==> src/sv/tlpc_pkg.sv <==
// ----------------------------------------------------------------------------
// tlpc_pkg: shared types and constants of the traffic light phase controller
// Word formats, key codes, phase codes, register indexes and reset values.
// ----------------------------------------------------------------------------
package tlpc_pkg;

  // Request word: one base tick or one key press.
  typedef struct packed {
    logic       req_type;
    logic [2:0] key_code;
  } tlpc_req_t;

  // Response word: lamps, countdowns and phase after the request.
  typedef struct packed {
    logic       ns_red;
    logic       ns_yellow;
    logic       ns_green;
    logic       ew_red;
    logic       ew_yellow;
    logic       ew_green;
    logic [6:0] ns_count;
    logic [6:0] ew_count;
    logic [2:0] phase;
    logic       running;
  } tlpc_rsp_t;

  // Request types
  localparam logic ReqTick = 1'b0;
  localparam logic ReqKey  = 1'b1;

  // Key codes
  localparam logic [2:0] KeyRun  = 3'd1;
  localparam logic [2:0] KeyDec  = 3'd2;
  localparam logic [2:0] KeyInc  = 3'd3;
  localparam logic [2:0] KeyStep = 3'd4;

  // Phase codes
  localparam logic [2:0] PhNsGreen  = 3'd0;
  localparam logic [2:0] PhNsYellow = 3'd1;
  localparam logic [2:0] PhEwGreen  = 3'd2;
  localparam logic [2:0] PhEwYellow = 3'd3;
  localparam logic [2:0] PhAllYel   = 3'd4;
  localparam logic [2:0] PhEwGo     = 3'd5;
  localparam logic [2:0] PhNsGo     = 3'd6;

  // Configuration port
  localparam int unsigned CfgIdxW  = 3;
  localparam int unsigned CfgDataW = 8;

  localparam logic [CfgIdxW-1:0] RegYellow   = 3'd0;
  localparam logic [CfgIdxW-1:0] RegFlash    = 3'd1;
  localparam logic [CfgIdxW-1:0] RegPerLow   = 3'd2;
  localparam logic [CfgIdxW-1:0] RegPerHigh  = 3'd3;
  localparam logic [CfgIdxW-1:0] RegInitPer  = 3'd4;
  localparam logic [CfgIdxW-1:0] RegTicksSec = 3'd5;
  localparam logic [CfgIdxW-1:0] RegTicksFl  = 3'd6;

  // Register reset values
  localparam logic [3:0] YellowRst   = 4'd2;
  localparam logic [3:0] FlashRst    = 4'd3;
  localparam logic [6:0] PerLowRst   = 7'd20;
  localparam logic [6:0] PerHighRst  = 7'd60;
  localparam logic [6:0] InitPerRst  = 7'd10;
  localparam logic [7:0] TicksSecRst = 8'd20;
  localparam logic [7:0] TicksFlRst  = 8'd10;

  // Largest displayable count
  localparam logic [6:0] MaxCount = 7'd99;

endpackage

==> src/sv/tlpc_stream_if.sv <==
// ----------------------------------------------------------------------------
// tlpc_stream_if: valid/ready channel
// Carries one word of the given payload type per handshake.
// ----------------------------------------------------------------------------
interface tlpc_stream_if #(
  parameter type payload_t = logic
) ();
  logic     valid;
  logic     ready;
  payload_t data;

  modport source (output valid, output data, input ready);
  modport sink   (input valid, input data, output ready);
endinterface

==> src/sv/traffic_light_phase_controller_core.sv <==
// ----------------------------------------------------------------------------
// traffic_light_phase_controller_core: two-road traffic light controller
// Tick and key words in, one lamp/countdown word out per request.
// ----------------------------------------------------------------------------
// Every request word yields exactly one response word, registered in the cycle
// after the request is taken. The full state update and the lamp and count
// decode sit between the request handshake and a single response register, so
// a new request is taken in every cycle as long as the response side keeps
// up; while a response waits, ready stays high if the sink takes it in the
// same cycle. Configuration writes are registered and are meant for when
// the block is idle; writing the initial period also reloads the countdown.
module traffic_light_phase_controller_core (
  input  logic                           clk_i,
  input  logic                           rst_ni,
  input  logic                           cfg_we_i,
  input  logic [tlpc_pkg::CfgIdxW-1:0]   cfg_idx_i,
  input  logic [tlpc_pkg::CfgDataW-1:0]  cfg_wdata_i,
  tlpc_stream_if.sink                    req,
  tlpc_stream_if.source                  rsp
);
  import tlpc_pkg::*;

  // Configuration registers
  logic [3:0] yellow_q,  yellow_d;
  logic [3:0] flash_q,   flash_d;
  logic [6:0] per_low_q, per_low_d;
  logic [6:0] per_hi_q,  per_hi_d;
  logic [6:0] init_q,    init_d;
  logic [7:0] tps_q,     tps_d;
  logic [7:0] tpf_q,     tpf_d;

  // Controller state
  logic [2:0] phase_q,     phase_d;
  logic [6:0] secs_q,      secs_d;
  logic [6:0] reload_q,    reload_d;
  logic       run_q,       run_d;
  logic [1:0] presses_q,   presses_d;
  logic [2:0] saved_q,     saved_d;
  logic [7:0] sec_pre_q,   sec_pre_d;
  logic [7:0] flash_pre_q, flash_pre_d;
  logic       flash_off_q, flash_off_d;

  // Response register
  logic      rsp_valid_q, rsp_valid_d;
  tlpc_rsp_t rsp_data_q,  rsp_d;

  logic      req_accept;
  tlpc_req_t req_word;

  assign req_word   = req.data;
  assign req.ready  = ~rsp_valid_q | rsp.ready;
  assign req_accept = req.valid & req.ready;

  assign rsp.valid = rsp_valid_q;
  assign rsp.data  = rsp_data_q;

  // --------------------------------------------------------------------------
  // Next state
  // --------------------------------------------------------------------------
  always_comb begin : next_state
    logic [7:0] fp_inc;
    logic [7:0] sp_inc;
    logic [6:0] s_tmp;
    logic [2:0] ph_tmp;
    logic [2:0] press_inc;
    logic [7:0] raise_sum;

    fp_inc    = flash_pre_q + 8'd1;
    sp_inc    = sec_pre_q + 8'd1;
    s_tmp     = secs_q;
    ph_tmp    = phase_q;
    press_inc = {1'b0, presses_q} + 3'd1;
    raise_sum = {1'b0, secs_q} + {4'b0, yellow_q};

    yellow_d    = yellow_q;
    flash_d     = flash_q;
    per_low_d   = per_low_q;
    per_hi_d    = per_hi_q;
    init_d      = init_q;
    tps_d       = tps_q;
    tpf_d       = tpf_q;
    phase_d     = phase_q;
    secs_d      = secs_q;
    reload_d    = reload_q;
    run_d       = run_q;
    presses_d   = presses_q;
    saved_d     = saved_q;
    sec_pre_d   = sec_pre_q;
    flash_pre_d = flash_pre_q;
    flash_off_d = flash_off_q;

    if (req_accept) begin
      if (req_word.req_type == ReqTick) begin
        // Flash toggle runs on every tick
        if (fp_inc >= tpf_q) begin
          flash_pre_d = '0;
          flash_off_d = ~flash_off_q;
        end else begin
          flash_pre_d = fp_inc;
        end
        // Second count only while running in an automatic phase
        if (run_q && !phase_q[2]) begin
          if (sp_inc >= tps_q) begin
            sec_pre_d = '0;
            if (secs_q <= 7'd1) begin
              s_tmp  = reload_q;
              ph_tmp = {1'b0, phase_q[1:0] + 2'd1};
            end else begin
              s_tmp  = secs_q - 7'd1;
              ph_tmp = phase_q;
            end
            // Advance the phase on landing at the yellow point
            if (s_tmp == {3'b0, yellow_q}) begin
              ph_tmp = {1'b0, ph_tmp[1:0] + 2'd1};
            end
            secs_d  = s_tmp;
            phase_d = ph_tmp;
          end else begin
            sec_pre_d = sp_inc;
          end
        end
      end else begin
        unique case (req_word.key_code)
          KeyStep: begin
            if (press_inc == 3'd1) begin
              saved_d = phase_q;
            end
            run_d = 1'b0;
            if (press_inc[2]) begin
              // Fourth press: restore the saved automatic phase
              phase_d   = saved_d[2] ? PhNsGreen : saved_d;
              run_d     = 1'b1;
              presses_d = '0;
            end else begin
              phase_d   = PhEwYellow + press_inc;
              presses_d = press_inc[1:0];
            end
          end
          KeyInc: begin
            if (!run_q && !phase_q[2] && secs_q < per_hi_q) begin
              s_tmp    = (raise_sum > {1'b0, MaxCount}) ? MaxCount : raise_sum[6:0];
              secs_d   = s_tmp;
              reload_d = s_tmp;
            end
          end
          KeyDec: begin
            if (!run_q && !phase_q[2] && secs_q > per_low_q) begin
              s_tmp    = ({1'b0, secs_q} > ({4'b0, yellow_q} + 8'd1)) ?
                         (secs_q - {3'b0, yellow_q}) : 7'd1;
              secs_d   = s_tmp;
              reload_d = s_tmp;
            end
          end
          KeyRun: begin
            if (!phase_q[2]) begin
              run_d = ~run_q;
            end
          end
          default: begin
          end
        endcase
      end
    end

    if (cfg_we_i) begin
      unique case (cfg_idx_i)
        RegYellow:   yellow_d  = cfg_wdata_i[3:0];
        RegFlash:    flash_d   = cfg_wdata_i[3:0];
        RegPerLow:   per_low_d = cfg_wdata_i[6:0];
        RegPerHigh:  per_hi_d  = cfg_wdata_i[6:0];
        RegInitPer: begin
          init_d   = cfg_wdata_i[6:0];
          secs_d   = cfg_wdata_i[6:0];
          reload_d = cfg_wdata_i[6:0];
        end
        RegTicksSec: tps_d     = cfg_wdata_i;
        RegTicksFl:  tpf_d     = cfg_wdata_i;
        default: begin
        end
      endcase
    end
  end

  // --------------------------------------------------------------------------
  // Response decode from the updated state
  // --------------------------------------------------------------------------
  always_comb begin : rsp_decode
    logic [6:0] other;
    logic       green;
    logic [6:0] nc;
    logic [6:0] ec;

    other = (secs_d > {3'b0, yellow_q}) ? (secs_d - {3'b0, yellow_q}) : secs_d;
    green = ({1'b0, secs_d} > ({4'b0, yellow_q} + {4'b0, flash_q})) ? 1'b1 :
            ~flash_off_d;
    nc    = '0;
    ec    = '0;
    rsp_d = '0;

    unique case (phase_d)
      PhNsGreen: begin
        rsp_d.ew_red   = 1'b1;
        rsp_d.ns_green = green;
        nc = secs_d;
        ec = other;
      end
      PhNsYellow: begin
        rsp_d.ew_red    = 1'b1;
        rsp_d.ns_yellow = 1'b1;
        nc = secs_d;
        ec = other;
      end
      PhEwGreen: begin
        rsp_d.ns_red   = 1'b1;
        rsp_d.ew_green = green;
        ec = secs_d;
        nc = other;
      end
      PhEwYellow: begin
        rsp_d.ns_red    = 1'b1;
        rsp_d.ew_yellow = 1'b1;
        ec = secs_d;
        nc = other;
      end
      PhAllYel: begin
        rsp_d.ns_yellow = 1'b1;
        rsp_d.ew_yellow = 1'b1;
      end
      PhEwGo: begin
        rsp_d.ew_green = 1'b1;
        rsp_d.ns_red   = 1'b1;
      end
      default: begin
        rsp_d.ns_green = 1'b1;
        rsp_d.ew_red   = 1'b1;
      end
    endcase

    rsp_d.ns_count = (nc > MaxCount) ? MaxCount : nc;
    rsp_d.ew_count = (ec > MaxCount) ? MaxCount : ec;
    rsp_d.phase    = phase_d;
    rsp_d.running  = run_d;
  end

  // Hold the response until the sink takes it
  assign rsp_valid_d = req_accept | (rsp_valid_q & ~rsp.ready);

  // --------------------------------------------------------------------------
  // Registers
  // --------------------------------------------------------------------------
  always_ff @(posedge clk_i or negedge rst_ni) begin
    if (!rst_ni) begin
      yellow_q    <= YellowRst;
      flash_q     <= FlashRst;
      per_low_q   <= PerLowRst;
      per_hi_q    <= PerHighRst;
      init_q      <= InitPerRst;
      tps_q       <= TicksSecRst;
      tpf_q       <= TicksFlRst;
      phase_q     <= PhNsGreen;
      secs_q      <= InitPerRst;
      reload_q    <= InitPerRst;
      run_q       <= 1'b1;
      presses_q   <= '0;
      saved_q     <= PhNsGreen;
      sec_pre_q   <= '0;
      flash_pre_q <= '0;
      flash_off_q <= 1'b1;
      rsp_valid_q <= 1'b0;
    end else begin
      yellow_q    <= yellow_d;
      flash_q     <= flash_d;
      per_low_q   <= per_low_d;
      per_hi_q    <= per_hi_d;
      init_q      <= init_d;
      tps_q       <= tps_d;
      tpf_q       <= tpf_d;
      phase_q     <= phase_d;
      secs_q      <= secs_d;
      reload_q    <= reload_d;
      run_q       <= run_d;
      presses_q   <= presses_d;
      saved_q     <= saved_d;
      sec_pre_q   <= sec_pre_d;
      flash_pre_q <= flash_pre_d;
      flash_off_q <= flash_off_d;
      rsp_valid_q <= rsp_valid_d;
    end
  end

  always_ff @(posedge clk_i) begin
    if (req_accept) begin
      rsp_data_q <= rsp_d;
    end
  end

`ifndef NO_ASSERTIONS
  // A manual phase always stops the countdown
  a_manual_stopped: assert property (@(posedge clk_i) disable iff (!rst_ni)
    phase_q[2] |-> !run_q)
    else $error("countdown running in a manual phase");

  // Press count is nonzero exactly while in a manual phase
  a_press_phase: assert property (@(posedge clk_i) disable iff (!rst_ni)
    (presses_q != 2'd0) == phase_q[2])
    else $error("manual press count out of step with phase");

  // Every taken request shows up as a response word
  a_rsp_follows: assert property (@(posedge clk_i) disable iff (!rst_ni)
    req_accept |=> rsp_valid_q)
    else $error("request taken without a response");

  // Flash prescaler moves only on a taken tick
  a_flash_hold: assert property (@(posedge clk_i) disable iff (!rst_ni)
    !(req_accept && req_word.req_type == ReqTick) |=> $stable(flash_pre_q))
    else $error("flash prescaler moved without a tick");
`endif

endmodule

==> src/flat_wrapper.sv <==
// flat-port wrapper written by rule: the top's interface ports become plain ports
module traffic_light_phase_controller_core_flat import tlpc_pkg::*;
  (clk_i, rst_ni, cfg_we_i, cfg_idx_i, cfg_wdata_i, req_valid, req_data, req_ready, rsp_valid, rsp_data, rsp_ready);
  tlpc_stream_if #(.payload_t(tlpc_req_t)) req_i ();
  tlpc_stream_if #(.payload_t(tlpc_rsp_t)) rsp_i ();
  input  logic clk_i;
  input  logic rst_ni;
  input  logic cfg_we_i;
  input  logic [tlpc_pkg::CfgIdxW-1:0] cfg_idx_i;
  input  logic [tlpc_pkg::CfgDataW-1:0] cfg_wdata_i;
  input wire logic [$bits(req_i.valid)-1:0] req_valid;
  input wire logic [$bits(req_i.data)-1:0] req_data;
  output wire logic [$bits(req_i.ready)-1:0] req_ready;
  output wire logic [$bits(rsp_i.valid)-1:0] rsp_valid;
  output wire logic [$bits(rsp_i.data)-1:0] rsp_data;
  input wire logic [$bits(rsp_i.ready)-1:0] rsp_ready;
  assign req_i.valid = req_valid;
  assign req_i.data = req_data;
  assign req_ready = req_i.ready;
  assign rsp_valid = rsp_i.valid;
  assign rsp_data = rsp_i.data;
  assign rsp_i.ready = rsp_ready;
  traffic_light_phase_controller_core u_core (.clk_i(clk_i), .rst_ni(rst_ni), .cfg_we_i(cfg_we_i), .cfg_idx_i(cfg_idx_i), .cfg_wdata_i(cfg_wdata_i), .req(req_i), .rsp(rsp_i));
endmodule
==> config.mk <==
export PLATFORM = sky130hd
export DESIGN_NAME = traffic_light_phase_controller_core_flat
export DESIGN_NICKNAME = d
export VERILOG_FILES = /design/src/sv/tlpc_pkg.sv /design/src/sv/tlpc_stream_if.sv /design/src/sv/traffic_light_phase_controller_core.sv /design/src/flat_wrapper.sv
export SDC_FILE = /design/constraint.sdc
export NUM_CORES = 1
export LEC_CHECK = 0
export BUFFER_PORTS_ARGS = -buffer_cell sky130_fd_sc_hd__buf_2
export CORE_ASPECT_RATIO = 0.6
export CORE_UTILIZATION = 55
export CTS_CLUSTER_DIAMETER = 50
export DETAILED_ROUTE_END_ITERATION = 16
export PLACE_DENSITY = 0.87
export SYNTH_ARGS = -nofsm -noshare
export SYNTH_HDL_FRONTEND = slang
export SYNTH_SLANG_ARGS = --single-unit
==> constraint.sdc <==
create_clock -name clk_i -period 5.45 [get_ports clk_i]
set_clock_uncertainty 0.05 [all_clocks]
set_input_delay 1.09 -clock clk_i [delete_from_list [all_inputs] [get_ports clk_i]]
set_output_delay 1.09 -clock clk_i [all_outputs]
set_load 0.005 [all_outputs]
==> impl_metrics.yaml, run 1 <==
outcome:
  status: "finished clean"
route:
  wl_per_cell_um: 20.6
  drtPass1Iterations: 8
  drc: 0
  vias: 6974
  drt_iter0_drc: 679
  viasPerCell: 6.37
  routed_wirelength_um: 22500
  ant_nets: 0
sta:
  post-route-period-util_pct: 96.3
  worst_slack_ns: 0.199
  timing.slew.headroom_pct: 29.1
  timing.setup.tns_ns: 0
  slew_violations: 0
  fin_crit_ns: 5.25
  tightest_slew_ns: 1.05
  max_freq_ghz: 0.190
  hold_viol: 0
  setup_viol: 0
setup_path:
  path_max_fanout: 11
  worst_setup_path_end_kind: "flip-flop"
  startpoint_type: "flip-flop"
  critPathKind: "reg -> reg"
  crit_required_ns: 5.51
  r2r_start: "u_core.secs_q[3]"
  startpoint: "u_core.secs_q[3]"
  arrival_ns: 5.31
flow_run:
  maxCapViolCount: 0
synth:
  synth.area.top_cells: "dfrtp_1 (19%), ha_1 (11%), edfxtp_1 (9.3%)"
  yosys_warnings: 0
  synth-seq-cells: 103
  syn_nets: 927
  syn_inst: 837
  synth.avg_cell_area_sq_um: 9.22
  syn_area_sq_mm: 0.00772
  ys_async_sr_fraction_pct: 76.7
  yosysSeqAreaShare_pct: 35.3
  synthDistinctLibCells: 83
  yosysTopAreaCell: "dfrtp_1"
  synth_top_area_share_pct: 19.5
  synth_edf_count: 24
  ys.flop_type: "dfrtp_1"
die:
  start_util_pct: 56.5
  die_area_sq_mm: 0.0145
  fp.dieH_um: 93.8
  core_area_sq_mm: 0.0137
  die_w_um: 155
  fp-row-count: 33
  ios: 46
finish:
  drive_above_1_share_pct: 20.2
  area_delta_synth_final_pct: 12.0
  nets: 987
  diodes: 0
  final.fill_count: 1156
  stdcell_area_sq_mm: 0.00864
  utilization_pct: 63.2
cts:
  cts_buffers: 9
  cts_buffer_depth: 2
  cts_tree: "built"
  clk_pin_slew_ns: 0.08
  cts_htree_levels: 3
  cts.sinks: 103
  post-cts-setup-buffer-count: 0
  insertion_delay_ns: 0.36
  cts_resized: 0
  ctsHoldBuffers: 0
  root_buffer: "clkbuf_16"
pwr:
  vdd_ir_drop_max_mv: 0.254
  leakage_uw: 0.00382
  powerDensity_mw_per_mm2: 385
min_path:
  holdCritStartpoint: "u_core.saved_q[0]"
  hold_path_class: "reg -> reg"
place:
  placed_area_sq_mm: 0.00831
  io_buffers: 45
  place_ws_ns: 0.0823
  place.gp.congestion: 0.997
  hpwlAfterDp_um: 17200
global_routing:
  grt_antenna_before_repair: 0
  grt_use_total_pct: 32.0
  grt_pass1_vias: 6383
  grt_start_max_net_pins: 80
  grt_overflow: 0
  grt_pass1_wl_um: 35100
## flip-flops by register name, summed over array words and instances, names as in the netlist, 2 cells and up
name and count:
u_core.flash_pre_q 8, u_core.per_hi_q 7, u_core.yellow_q 4, u_core.tpf_q 8
u_core.rsp.data 24, u_core.phase_q 3, u_core.reload_q 7, u_core.flash_q 4
u_core.saved_q 3, u_core.tps_q 8, u_core.presses_q 2, u_core.per_low_q 7
u_core.secs_q 7, u_core.sec_pre_q 8
## cell type report
| type | instances | area [sq um] | share of cell area (%) |
|---|---|---|---|
| multi-input combinational | 646 | 4670 | 54.0 |
| clock buffer | 10 | 229 | 2.65 |
| clock inverter | 6 | 78.8 | 0.912 |
| tap | 192 | 240 | 2.78 |
| timing repair buffer | 78 | 475 | 5.50 |
| sequential | 103 | 2720 | 31.5 |
| inverter | 59 | 226 | 2.62 |
## cell usage in the layout, fill, tap and decap left out, drive strengths merged, types with 7 or more instances in the layout
master / Yosys / final
and2: 10 / 10
a211oi: 9 / 9
nor3b: 7 / 7
xor2: 11 / 11
nor2b: 11 / 11
dfstp: 19 / 19
o21ai: 54 / 54
and3: 14 / 14
nand2: 83 / 83
clkbuf: 21 / 10
dfrtp: 60 / 60
xnor2: 21 / 21
nand3: 24 / 24
a21oi: 52 / 52
buf: 8 / 78
inv: 57 / 60
o211ai: 16 / 16
nor2: 51 / 51
o22ai: 11 / 11
edfxtp: 24 / 24
nor3: 12 / 12
nand2b: 17 / 17
mux2: 34 / 34
a31oi: 7 / 7
or2: 8 / 8
a21o: 10 / 10
nand4: 8 / 8
o31ai: 11 / 11
ha: 66 / 66
## where the power goes
group / internal [uW] / leakage [uW] / switching, uW
combinational: 630 / 0.00251 / 887
clock: 365 / 0.000151 / 316
sequential: 954 / 0.00117 / 171
## routing by layer
| layer | global-route usage (%) | vias up | part of all wire, % |
|---|---|---|---|
| met5 | 0 | - | 0 |
| met4 | 8.09 | 0 | 2.0 |
| met3 | 9.59 | 49 | 12 |
| met2 | 43.1 | 381 | 39 |
| met1 | 48.6 | 3343 | 47 |
| li1 | - | 3201 | - |
## worst max-delay path, cell delays in order (launching register included)
cell	delay, ns
dfstp_2	0.69
ha_1	0.40
nor2b_1	0.20
a211oi_1	0.40
xnor2_1	0.18
o311ai_1	0.33
buf_4	0.22
a2bb2oi_1	0.17
o311ai_1	0.12
nand3_1	0.14
inv_1	0.08
ha_1	0.18
inv_1	0.09
a21o_1	0.12
a21o_1	0.15
a21oi_1	0.09
a41o_1	0.24
and3_2	0.27
a21oi_4	0.27
mux2i_2	0.32
a31o_1	0.21
o211ai_2	0.08
## cells by family (layout without fill, tap and decap cells)
logic type / after synthesis / count (layout) / share of synthesized area [%]
and+or+nand+nor: 263 / 263 / 17.4
AOI/OAI and AO/OA: 241 / 241 / 21.6
DFF: 103 / 103 / 35.3
buffers and inverters: 88 / 153 / 4.54
adders and majority gates: 70 / 70 / 11.7
muxes: 40 / 40 / 5.84
xor gates and xnor gates: 32 / 32 / 3.63
## cells in the mapped netlist (4+ instances only)
library cell  instances
a211o_1               5
edfxtp_1             24
nand4_1               8
or2_2                 7
nand3_1              24
a21o_1               10
o21a_1                6
nor3b_1               6
a221oi_1              4
dfrtp_1              60
and4_1                5
mux2i_1               6
ha_1                 66
xor2_1               11
nand2b_1             17
o31ai_1              10
a211oi_1              9
a22oi_1               4
and3_1               14
o221ai_1              5
o211ai_1             15
a311oi_1              4
xnor2_1              21
nor2b_1              11
mux2_2               32
nor3_1               11
o22ai_1              10
o31a_1                5
and2_1                9
clkbuf_1             21
a31oi_1               6
a21oi_1              50
nand2_1              82
inv_1                56
nor2_1               51
dfstp_2              19
o21ai_0              52
fa_1                  4
buf_2                 6
## final timing paths
kind                                               to  slack [ns]  cells after the start
worst min-delay path                u_core.saved_q[0]        0.44                      2
worst min register to register      u_core.saved_q[0]        0.44                      2
worst max-delay path               u_core.rsp.data[5]        0.20                     21
min in group asynchronous       u_core.flash_pre_q[6]        0.85                      1
max in group asynchronous         u_core.sec_pre_q[0]        3.77                      1
worst max register to register     u_core.rsp.data[5]        0.20                     21
## through the flow
stage,instances,hold WS (ns),total power (uW)
6_report,1094,0.440,3320
5_1_grt,1094,0.476,3530
4_1_cts,1094,0.445,3270
3_5_place_dp,1078,0.428,2580
3_3_place_gp,1078,0.417,2520
2_1_floorplan,837,0.392,2110
(Power assumes the default switching activity.)
==> run 2: changes to the inputs <==
--- a/config.mk
+++ b/config.mk
@@ -7,10 +7,10 @@
 export LEC_CHECK = 0
 export BUFFER_PORTS_ARGS = -buffer_cell sky130_fd_sc_hd__buf_2
 export CORE_ASPECT_RATIO = 0.6
-export CORE_UTILIZATION = 55
+export CORE_UTILIZATION = 45
 export CTS_CLUSTER_DIAMETER = 50
 export DETAILED_ROUTE_END_ITERATION = 16
-export PLACE_DENSITY = 0.87
+export PLACE_DENSITY = 0.75
 export SYNTH_ARGS = -nofsm -noshare
 export SYNTH_HDL_FRONTEND = slang
 export SYNTH_SLANG_ARGS = --single-unit
==> impl_metrics.yaml, run 2 (synthesis gave the netlist of run 1 again) <==
sta:
  post-route-period-util_pct: 95.2
  tightest_slew_ns: 0.945
  worst_slack_ns: 0.263
  setup_viol: 0
  timing.slew.headroom_pct: 36.2
  rsz0062_at_grt: "false"
  max_freq_ghz: 0.193
  slew_violations: 0
  fin_crit_ns: 5.19
  timing.setup.tns_ns: 0
  hold_viol: 0
finish:
  multi_input_area_sq_mm: 0.00469
  stdcell_area_sq_mm: 0.00872
  seq_area_sq_mm: 0.00272
  mostFrequentLayoutCells: "nand2_1 (82), ha_1 (66), dfrtp_1 (60)"
  final.fill_count: 1565
  largest_register_ffs: 24
  drive_above_1_share_pct: 20.7
  nets: 989
  final_cells: 1132
  utilization_pct: 52.9
  diodes: 0
  area_delta_synth_final_pct: 12.9
  final_common_cell: "nand2_1"
setup_path:
  reg2reg_to: "u_core.rsp.data[11]"
  worst_setup_path_end_kind: "flip-flop"
  critPathKind: "reg -> reg"
  worstRegToRegCells: 22
  rrSetupSlack_ns: 0.26
  arrival_ns: 5.36
  crit_required_ns: 5.62
  r2r_start: "u_core.sec_pre_q[0]"
  startpoint_type: "flip-flop"
  path_max_fanout: 9
cts:
  root_buffer: "clkbuf_16"
  clk_pin_slew_ns: 0.08
  cts.sinks: 103
  ctsHoldBuffers: 0
  cts_htree_levels: 3
  insertion_delay_ns: 0.37
  cts_tree: "built"
  cts_buffer_depth: 2
  cts_buffers: 9
min_path:
  hold_path_class: "reg -> reg"
  holdCritStartpoint: "u_core.saved_q[0]"
  worstHoldPathCells: 2
  hold_path_end: "u_core.saved_q[0]"
place:
  io_buffers: 45
  hpwlAfterDp_um: 17200
  place.gp.congestion: 1.08
  place_ws_ns: 0.271
  placed_area_sq_mm: 0.00836
  dpl.cell_count: 1115
pwr:
  powerDensity_mw_per_mm2: 380
  leakage_uw: 0.00384
  vdd_ir_drop_max_mv: 0.235
outcome:
  status: "finished clean"
route:
  wl_per_cell_um: 19.6
  drt_iter0_drc: 803
  vias: 6764
  drtPass1Iterations: 6
  ant_nets: 0
  drc: 0
  viasPerCell: 5.98
  routed_wirelength_um: 22200
global_routing:
  grt_overflow: 0
  grt_antenna_before_repair: 0
  grt_start_max_net_pins: 61
  grt_pass1_wl_um: 35100
  grt_use_total_pct: 26.4
  grt_pass1_vias: 6132
die:
  ios: 46
  start_util_pct: 46.8
  fp.dieH_um: 103
  die_w_um: 171
  die_area_sq_mm: 0.0177
  fp-row-count: 36
  core_area_sq_mm: 0.0165
flow_run:
  maxCapViolCount: 0
[run 2: cell types whose count changed in the layout (fill, tap and decap cells not counted), sizes merged]
cell	change
clkinvlp	+1
bufinv	-1
buf	+2
[run 2: how the worst max path moves through the flow]
stage,from,end
final,u_core.sec_pre_q[0],u_core.rsp.data[11]
after global routing,u_core.sec_pre_q[4],u_core.rsp.data[11]
after CTS,u_core.sec_pre_q[0],u_core.rsp.data[12]
after detailed placement,u_core.sec_pre_q[4],u_core.rsp.data[11]
after global placement,u_core.sec_pre_q[4],u_core.rsp.data[11]
after floorplan,u_core.yellow_q[2],u_core.rsp.data[11]
[run 2: power by group]
group          leakage, uW  internal [uW]  switching [uW]
Combinational      0.00252            639             892
Sequential         0.00117            954             165
Clock             0.000146            336             327
[run 2: through the flow]
step / hold slack [ns] / power [uW]
after floorplan: 0.392 / 2110
after detailed placement: 0.433 / 2580
final: 0.441 / 3310
after global placement: 0.420 / 2550
after CTS: 0.447 / 3250
after global routing: 0.482 / 3520
[run 2: worst max-delay path: stages, from the launching register on]
cell,delay (ns)
dfrtp_1,0.44
ha_1,0.27
xor2_1,0.16
ha_1,0.19
a2111oi_0,0.55
nor2_1,0.15
a41o_2,0.39
a31oi_1,0.19
o32a_1,0.25
o311ai_0,0.15
nand3_1,0.13
inv_1,0.08
ha_1,0.17
inv_1,0.08
a21o_1,0.11
a21o_1,0.15
a21oi_1,0.09
a41o_1,0.24
and3_2,0.26
a21oi_4,0.26
mux2_2,0.38
and2_4,0.16
a31oi_2,0.14
[run 2: cell type report]
cell class	count	area share (%)
clock buffers	10	2.74
well taps	228	3.27
inverters	59	2.60
repair buffers	80	5.63
clock inverters	6	0.732
flip-flops and latches	103	31.2
multi-input cells	646	53.8
[run 2: metal layers]
layer	global-route usage, %	wire length [um]	vias up
met5	0	0	-
met4	5.36	210	0
met3	9.51	2750	21
met2	33.7	8130	320
met1	40.9	11100	3211
li1	-	-	3212
[run 2: timing repair]
item / 4_1_cts / 5_1_grt
buffers inserted: 0 / 1
resized for setup: 0 / 10
setup endpoints to repair: 0 / 9
